===== config.mk =====
export PLATFORM = sky130hd
export DESIGN_NAME = rtc_time_to_epoch_seconds
export DESIGN_NICKNAME = d
export VERILOG_FILES = /design/src/sv/rte_pkg.sv /design/src/sv/rte_decode.sv /design/src/sv/rte_mac.sv /design/src/sv/rtc_time_to_epoch_seconds.sv
export SDC_FILE = /design/constraint.sdc
export NUM_CORES = 1
export LEC_CHECK = 0
export BUFFER_PORTS_ARGS = -buffer_cell sky130_fd_sc_hd__buf_2
export CORE_MARGIN = 1
export CORE_UTILIZATION = 58
export CTS_CLUSTER_DIAMETER = 50
export DETAILED_ROUTE_END_ITERATION = 12
export MAX_ROUTING_LAYER = met4
export PLACE_DENSITY_LB_ADDON = 0.15
export REMOVE_ABC_BUFFERS = 1
export SETUP_SLACK_MARGIN = 0.02
export SLEW_MARGIN = 5
export SYNTH_ARGS = -nofsm -noshare
export SYNTH_HDL_FRONTEND = slang
export SYNTH_SLANG_ARGS = --single-unit

===== constraint.sdc =====
create_clock -name aclk -period 8.3 [get_ports aclk]
set_clock_uncertainty 0.15 [all_clocks]
set_input_delay 1.66 -clock aclk [delete_from_list [all_inputs] [get_ports aclk]]
set_output_delay 1.66 -clock aclk [all_outputs]
set_load 0.05 [all_outputs]

===== src/sv/rte_pkg.sv =====
// shared types, constants and the month table for rtc_time_to_epoch_seconds
// no dependencies; used by rte_decode, rte_mac and the top level
package rte_pkg;

    localparam logic [7:0]  REG_BCD_MODE     = 8'd0;
    localparam logic [7:0]  REG_HOUR_24_MODE = 8'd1;

    localparam logic [31:0] EPOCH_DAYS       = 32'd719162;
    localparam logic [16:0] SECS_PER_DAY     = 17'd86400;
    localparam logic [16:0] SECS_PER_HOUR    = 17'd3600;
    localparam logic [16:0] SECS_PER_MIN     = 17'd60;
    localparam logic [16:0] CENTURY_YEARS    = 17'd100;
    localparam logic [16:0] DAYS_PER_YEAR    = 17'd365;
    // floor(y / 100) == (y * 5243) >> 19 for every y below 2^15
    localparam logic [16:0] RECIP_100        = 17'd5243;
    localparam int          RECIP_SHIFT      = 19;

    typedef struct packed {
        logic [7:0] second;
        logic [7:0] minute;
        logic [7:0] hour;
        logic [7:0] day;
        logic [7:0] month;
        logic [7:0] year;
        logic [7:0] century;
    } rte_fields_t;

    typedef struct packed {
        logic        en;
        logic        use_acc;
        logic [31:0] base;
        logic [31:0] a;
        logic [16:0] b;
    } rte_mac_cmd_t;

    function automatic logic [8:0] days_before_month(input logic [3:0] m);
        logic [8:0] d;
        case (m)
            4'd2:    d = 9'd31;
            4'd3:    d = 9'd59;
            4'd4:    d = 9'd90;
            4'd5:    d = 9'd120;
            4'd6:    d = 9'd151;
            4'd7:    d = 9'd181;
            4'd8:    d = 9'd212;
            4'd9:    d = 9'd243;
            4'd10:   d = 9'd273;
            4'd11:   d = 9'd304;
            4'd12:   d = 9'd334;
            default: d = 9'd0;
        endcase
        return d;
    endfunction

endpackage


===== src/sv/rte_decode.sv =====
// byte decoder: bcd or binary, plus 12/24-hour handling of the hour byte
// depends on rte_pkg
module rte_decode (
    input  logic                 bcd_mode,
    input  logic                 hour_24_mode,
    input  rte_pkg::rte_fields_t raw,
    output rte_pkg::rte_fields_t dec
);

    function automatic logic [7:0] dec_byte(input logic [7:0] b, input logic bcd);
        logic [7:0] r;
        if (bcd) begin
            r = 8'(b[7:4] * 4'd10) + {4'd0, b[3:0]};
        end else begin
            r = b;
        end
        return r;
    endfunction

    logic [7:0] hour_12;

    assign hour_12 = dec_byte({1'b0, raw.hour[6:0]}, bcd_mode);

    always_comb begin
        dec.second  = dec_byte(raw.second, bcd_mode);
        dec.minute  = dec_byte(raw.minute, bcd_mode);
        dec.day     = dec_byte(raw.day, bcd_mode);
        dec.month   = dec_byte(raw.month, bcd_mode);
        dec.year    = dec_byte(raw.year, bcd_mode);
        dec.century = dec_byte(raw.century, bcd_mode);
        if (hour_24_mode) begin
            dec.hour = dec_byte(raw.hour, bcd_mode);
        end else if (raw.hour[7]) begin
            // pm: 12 pm stays 12
            dec.hour = (hour_12 == 8'd12) ? 8'd12 : hour_12 + 8'd12;
        end else begin
            // am: 12 am is midnight
            dec.hour = (hour_12 == 8'd12) ? 8'd0 : hour_12;
        end
    end

endmodule


===== src/sv/rte_mac.sv =====
// shared multiply-accumulate unit: acc = (acc or base) + a * b, modulo 2^32
// depends on rte_pkg
module rte_mac (
    input  logic                  aclk,
    input  rte_pkg::rte_mac_cmd_t cmd,
    output logic [31:0]           acc
);

    logic [48:0] prod;
    logic [31:0] acc_reg;
    logic [31:0] acc_next;

    assign prod     = {17'd0, cmd.a} * {32'd0, cmd.b};
    assign acc_next = (cmd.use_acc ? acc_reg : cmd.base) + prod[31:0];
    assign acc      = acc_reg;

    always_ff @(posedge aclk) begin
        if (cmd.en) begin
            acc_reg <= acc_next;
        end
    end

endmodule


===== src/sv/rtc_time_to_epoch_seconds.sv =====
// top level of the rtc snapshot to unix seconds converter
// depends on rte_pkg, rte_decode and rte_mac
//
// One item is a snapshot of the raw clock bytes; the result is the count of
// seconds since 1970-01-01 00:00:00 modulo 2^32. The bytes are decoded as the
// item is accepted, then a sequencer drives one shared 32x17 multiply-
// accumulate unit through 13 steps (full year, year / 100 by reciprocal,
// century check, the Gregorian day count term by term, then scaling by
// seconds per day, hour, minute and second). After the last step the result is
// loaded into the output register in the output state; the block waits there while
// an earlier result is still held and takes no new item until it is back in idle. s_ready is
// high only in the idle state; a result waiting in the output register does
// not hold off the next item, only the load of that item's own result.
// Configuration writes are always taken (cfg_ready is tied high); indexes
// other than bcd_mode and hour_24_mode are ignored.
module rtc_time_to_epoch_seconds (
    input  logic        aclk,
    input  logic        aresetn,

    input  logic        s_valid,
    output logic        s_ready,
    input  logic [7:0]  s_raw_second,
    input  logic [7:0]  s_raw_minute,
    input  logic [7:0]  s_raw_hour,
    input  logic [7:0]  s_raw_day,
    input  logic [7:0]  s_raw_month,
    input  logic [7:0]  s_raw_year,
    input  logic [7:0]  s_raw_century,

    output logic        m_valid,
    input  logic        m_ready,
    output logic [31:0] m_epoch_seconds,

    input  logic        cfg_valid,
    output logic        cfg_ready,
    input  logic [7:0]  cfg_index,
    input  logic        cfg_data
);

    // sequencer codes: idle, one per step of the shared unit, and output
    localparam logic [3:0] ST_IDLE = 4'd0;
    localparam logic [3:0] ST_YEAR = 4'd1;   // acc = century * 100 + year
    localparam logic [3:0] ST_QY   = 4'd2;   // acc = year * reciprocal of 100
    localparam logic [3:0] ST_CHK  = 4'd3;   // acc = (year / 100) * 100
    localparam logic [3:0] ST_D1   = 4'd4;   // acc = 365 * (year - 1) + q4
    localparam logic [3:0] ST_D2   = 4'd5;   // acc -= q100
    localparam logic [3:0] ST_D3   = 4'd6;   // acc += q400
    localparam logic [3:0] ST_D4   = 4'd7;   // acc += days before month, leap day
    localparam logic [3:0] ST_D5   = 4'd8;   // acc += day of month
    localparam logic [3:0] ST_D6   = 4'd9;   // acc -= epoch offset plus one
    localparam logic [3:0] ST_S1   = 4'd10;  // acc = days * 86400
    localparam logic [3:0] ST_S2   = 4'd11;  // acc += hour * 3600
    localparam logic [3:0] ST_S3   = 4'd12;  // acc += minute * 60
    localparam logic [3:0] ST_S4   = 4'd13;  // acc += second
    localparam logic [3:0] ST_OUT  = 4'd14;  // load output register

    logic [3:0]            state_reg, state_next;
    logic                  bcd_mode_reg;
    logic                  hour_24_mode_reg;
    rte_pkg::rte_fields_t  raw_in;
    rte_pkg::rte_fields_t  dec_in;
    rte_pkg::rte_fields_t  dec_reg;
    logic [14:0]           year_reg;     // full year
    logic [8:0]            qy_reg;       // full year / 100
    logic                  z_reg;        // full year is a multiple of 100
    logic                  m_valid_reg;
    logic [31:0]           m_data_reg;
    rte_pkg::rte_mac_cmd_t cmd;
    logic [31:0]           acc;

    logic                  s_fire;
    logic                  z_now;
    logic                  year_zero;
    logic [14:0]           q4;
    logic [8:0]            q100;
    logic [8:0]            q400;
    logic [3:0]            month_c;
    logic                  leap;
    logic                  leap_add;
    logic [9:0]            month_days;
    logic                  out_free;

    assign raw_in.second  = s_raw_second;
    assign raw_in.minute  = s_raw_minute;
    assign raw_in.hour    = s_raw_hour;
    assign raw_in.day     = s_raw_day;
    assign raw_in.month   = s_raw_month;
    assign raw_in.year    = s_raw_year;
    assign raw_in.century = s_raw_century;

    rte_decode u_decode (
        .bcd_mode     (bcd_mode_reg),
        .hour_24_mode (hour_24_mode_reg),
        .raw          (raw_in),
        .dec          (dec_in)
    );

    rte_mac u_mac (
        .aclk (aclk),
        .cmd  (cmd),
        .acc  (acc)
    );

    assign s_ready         = (state_reg == ST_IDLE);
    assign s_fire          = s_valid && s_ready;
    assign cfg_ready       = 1'b1;
    assign m_valid         = m_valid_reg;
    assign m_epoch_seconds = m_data_reg;
    assign out_free        = !m_valid_reg || m_ready;

    // century check against the product left by the check step
    assign z_now     = (acc == {17'd0, year_reg});
    assign year_zero = (year_reg == 15'd0);

    // quotients of (year - 1); year zero gives -1, whose quotients are all zero
    assign q4   = year_zero ? 15'd0 : 15'((year_reg - 15'd1) >> 2);
    assign q100 = year_zero ? 9'd0 : qy_reg - {8'd0, z_reg};
    assign q400 = q100 >> 2;

    // month zero acts as january, months past twelve as december
    always_comb begin
        if (dec_reg.month == 8'd0) begin
            month_c = 4'd1;
        end else if (dec_reg.month > 8'd12) begin
            month_c = 4'd12;
        end else begin
            month_c = dec_reg.month[3:0];
        end
    end

    // gregorian rule; multiple of 400 is a multiple of 100 with quotient % 4 == 0
    assign leap       = ((year_reg[1:0] == 2'b00) && !z_reg) || (z_reg && (qy_reg[1:0] == 2'b00));
    assign leap_add   = leap && (month_c > 4'd2);
    assign month_days = {1'b0, rte_pkg::days_before_month(month_c)} + {9'd0, leap_add};

    // command for the shared unit in each step
    always_comb begin
        cmd.en      = 1'b1;
        cmd.use_acc = 1'b1;
        cmd.base    = 32'd0;
        cmd.a       = 32'd0;
        cmd.b       = 17'd1;
        case (state_reg)
            ST_YEAR: begin
                cmd.use_acc = 1'b0;
                cmd.base    = {24'd0, dec_reg.year};
                cmd.a       = {24'd0, dec_reg.century};
                cmd.b       = rte_pkg::CENTURY_YEARS;
            end
            ST_QY: begin
                cmd.use_acc = 1'b0;
                cmd.a       = {17'd0, acc[14:0]};
                cmd.b       = rte_pkg::RECIP_100;
            end
            ST_CHK: begin
                cmd.use_acc = 1'b0;
                cmd.a       = {23'd0, acc[rte_pkg::RECIP_SHIFT +: 9]};
                cmd.b       = rte_pkg::CENTURY_YEARS;
            end
            ST_D1: begin
                cmd.use_acc = 1'b0;
                cmd.base    = {17'd0, q4};
                cmd.a       = {17'd0, year_reg} - 32'd1;
                cmd.b       = rte_pkg::DAYS_PER_YEAR;
            end
            ST_D2: begin
                cmd.a = 32'd0 - {23'd0, q100};
            end
            ST_D3: begin
                cmd.a = {23'd0, q400};
            end
            ST_D4: begin
                cmd.a = {22'd0, month_days};
            end
            ST_D5: begin
                cmd.a = {24'd0, dec_reg.day};
            end
            ST_D6: begin
                cmd.a = 32'd0 - rte_pkg::EPOCH_DAYS - 32'd1;
            end
            ST_S1: begin
                cmd.use_acc = 1'b0;
                cmd.a       = acc;
                cmd.b       = rte_pkg::SECS_PER_DAY;
            end
            ST_S2: begin
                cmd.a = {24'd0, dec_reg.hour};
                cmd.b = rte_pkg::SECS_PER_HOUR;
            end
            ST_S3: begin
                cmd.a = {24'd0, dec_reg.minute};
                cmd.b = rte_pkg::SECS_PER_MIN;
            end
            ST_S4: begin
                cmd.a = {24'd0, dec_reg.second};
            end
            default: begin
                cmd.en = 1'b0;
            end
        endcase
    end

    // sequencer
    always_comb begin
        state_next = state_reg;
        case (state_reg)
            ST_IDLE: begin
                if (s_fire) begin
                    state_next = ST_YEAR;
                end
            end
            ST_OUT: begin
                if (out_free) begin
                    state_next = ST_IDLE;
                end
            end
            default: begin
                state_next = state_reg + 4'd1;
            end
        endcase
    end

    // control state
    always_ff @(posedge aclk) begin
        if (!aresetn) begin
            state_reg        <= ST_IDLE;
            bcd_mode_reg     <= 1'b1;
            hour_24_mode_reg <= 1'b1;
            m_valid_reg      <= 1'b0;
        end else begin
            state_reg <= state_next;
            if (cfg_valid && cfg_ready) begin
                if (cfg_index == rte_pkg::REG_BCD_MODE) begin
                    bcd_mode_reg <= cfg_data;
                end else if (cfg_index == rte_pkg::REG_HOUR_24_MODE) begin
                    hour_24_mode_reg <= cfg_data;
                end
            end
            if (state_reg == ST_OUT && out_free) begin
                m_valid_reg <= 1'b1;
            end else if (m_ready) begin
                m_valid_reg <= 1'b0;
            end
        end
    end

    // payload and working registers
    always_ff @(posedge aclk) begin
        if (s_fire) begin
            dec_reg <= dec_in;
        end
        if (state_reg == ST_QY) begin
            year_reg <= acc[14:0];
        end
        if (state_reg == ST_CHK) begin
            qy_reg <= acc[rte_pkg::RECIP_SHIFT +: 9];
        end
        if (state_reg == ST_D1) begin
            z_reg <= z_now;
        end
        if (state_reg == ST_OUT && out_free) begin
            m_data_reg <= acc;
        end
    end

endmodule


==> metrics.txt <==
setup violators final=10; max cap viols=0; clk_lat worst skew=approximately 460 ps; R2R cell count=35; GP Congestion=~1.1; DR iter-0 viols=1628; Final period util=105%; Sinks on Clock Net=about 150; sequential area share after synthesis=between 20 and 25%; hpwl dp=53200 um; Die Span Y=197 um; failing checks=negative setup slack; clk slew on worst S/H paths=roughly 70 ps; Largest register FFs=56; Mapped Cells=~2.3k; post-route ant nets=0; Fmax=114 MHz; ys async rst share=0%; via density per instance=5.74; Clock Path Buffers=2; Max VDD drop=about 130 uV; Synth Register Bits=between 150 and 200; Worst EP arrival=just under 9000 ps; grt met1 use=between 40% and 50%; drt drc=0; H-tree depth=4; Power Dens Cells=207 nW/um^2; maximum fanout along the worst path=4; CP Class=reg2reg; share of cells above drive strength 1=roughly 25%; Synth top cells by count=inv_1 (508), fa_1 (329), nor2_1 (207); PortBufs=about 100; Post-Route Utilization=between 70% and 80%; first-pass GRT wire length=approximately 100000 um; Post-synth EDFFs=around 150; CTS tree=yes; vias in the first global route=19.0k; Critical Path End Type=register; Synth Area in Compound Gates=a little over a tenth; final hold slack=419 ps; die width=slightly below 200 um; routed vias=18.4k; Routed WL=between 60000 and 70000 um; Synth Area in Simple Gates=11.9%; combinational family with the most area after synthesis=adder cells; WHS Path Cells=2; most frequent cell after synthesis=inv_1; final worst setup slack=-448 ps; post-synthesis adder-cell area fraction=between 30% and 40%; mux contribution to synthesized area=about 2.0%; Layout Area Growth over Synthesis=22.0%; Synth Area per Inst=between 9 and 10 um^2; Worst Path Buf+Inv=9; synthesized area=about 22000 um^2; # rows=70; RSZ-0062 raised after global routing=yes; Yosys top cell area share=30.0%; Distinct cells, synth=79; GR Util All Layers=36.7%; area post-placement=25000 um^2; synth top area cells=fa_1 (30%), edfxtp_1 (20%), ha_1 (9.7%); fin area=26800 um^2; Overflow after GRT=0; worst path required time=8360 ps; final net count=3251; starting density of the core=approximately three fifths; routing usage on met3=5.42%; maximum number of pins on one net before global-route repair=73; fin crit period=slightly below 9000 ps; Slew @ Worst Pin=approximately 1400 ps; Initial DRT Pass Iterations=6; WL per Instance=a little over 20 um; met2 usage=between 50% and 60%; worst hold path class=reg2reg; Synthesis Warnings=0; gr busiest metal=met2; status=finished with violations; initial antenna violation count=2; startpoint types=register; Max stage delay on crit path=between 500 and 600 ps; crit-path leading delay family=adder cells; core area=around 37000 um^2; cell count along the critical path=35; worst relative slew slack=roughly 6.3%; Post-Synth XOR/XNOR Area=4.87%; total power=between 0.005 and 0.006 W; clock root cell=clkbuf_16; cts bufs inserted=17; io pins=about 110; ys flop type=edfxtp_1; final slew viol count=0; slowest cell on the critical path=fa_2; Leak=about 13 nW; cell taking the most area after synthesis=fa_1; die area=slightly below 40000 um^2; Final Hold Vio Count=0
-- through the flow --
stage | std cells | setup WS (ps) | TNS, ps
after floorplan | 2233 | -1190 | -12780
after global placement | 3129 | -702 | -4270
after detailed placement | 3129 | -855 | -5780
after CTS | 3180 | -143 | -403
after global routing | 3199 | -650 | -5710
final | 3199 | -448 | -2910
-- power by group --
part	total [W]	internal, W	switching, W
combinational	0.00337	0.00147	0.00191
clock	0.000832	0.000457	0.000375
sequential	0.00134	0.00112	0.000220
-- worst min-delay path, stage by stage (launching register included) --
cell      delay [ps]
dfxtp_1          310
nand2b_1         110
a21boi_0         100
-- metal layers --
metal  up-vias  part of all wire [%]
met1      9086                    40
met5         -                     0
met4         0                   4.4
li1       8207                     -
met3       208                   8.4
met2       857                    47
-- layout make-up --
type	instances	area [um^2]
fillers	2782	10200
inverters	509	1910
multi-input cells	1572	16100
diodes	1	2.50
well taps	504	631
flip-flops and latches	152	4500
repair buffers	429	3040
clock buffers	18	429
clock inverters	14	178
-- final timing paths --
kind / start / end / slack, ps
max: dec_reg[23] / u_mac.acc[29] / -450
min: m_valid / m_valid / 420
max reg2reg: dec_reg[23] / u_mac.acc[29] / -450
min reg2reg: m_valid / m_valid / 420
-- logic make-up (layout without fill, tap and decap cells) --
logic type / Yosys count / in the layout
AOI/OAI and AO/OA: 343 / 343
xor gates and xnor gates: 119 / 119
adders and majority gates: 500 / 500
buffers and inverters: 600 / 970
DFF: 152 / 152
muxes: 40 / 40
other: 1 / 17
and+or+nand+nor: 554 / 554
-- timing repair --
item / in CTS / in global routing
setup endpoints to repair: 15 / 19
hold buffers: 0 / 0
resized for setup: 113 / 93
pin swaps: 60 / 68
setup buffers: 20 / 20
-- cell usage in the layout (no fill, tap or decap), types with 12 or more instances in the layout --
cell       Yosys  layout
inv_1        508     486
fa_1         329     316
buf_4          1     311
nor2_1       207     190
ha_1         171     151
edfxtp_1     145     145
nand2_1      141     138
buf_2          3     103
xnor2_1       85      80
a21oi_1       91      79
o31ai_1       53      52
o21ai_0       52      38
xor2_1        31      29
nor2b_1       34      28
mux2_2        28      27
nand3_1       24      21
inv_2          0      21
and2_1        22      20
a21o_1        22      20
or2_2         21      18
nand2b_1      17      17
clkbuf_16      0      17
conb_1         1      16
ha_4           0      16
and3_1        16      15
nor4_1        15      13
a22oi_1       13      13
fa_2           0      13
nand4_1       12      12
mux2i_1       12      12
buf_6          2      12
No activity file was read; power rests on OpenSTA's default activity.
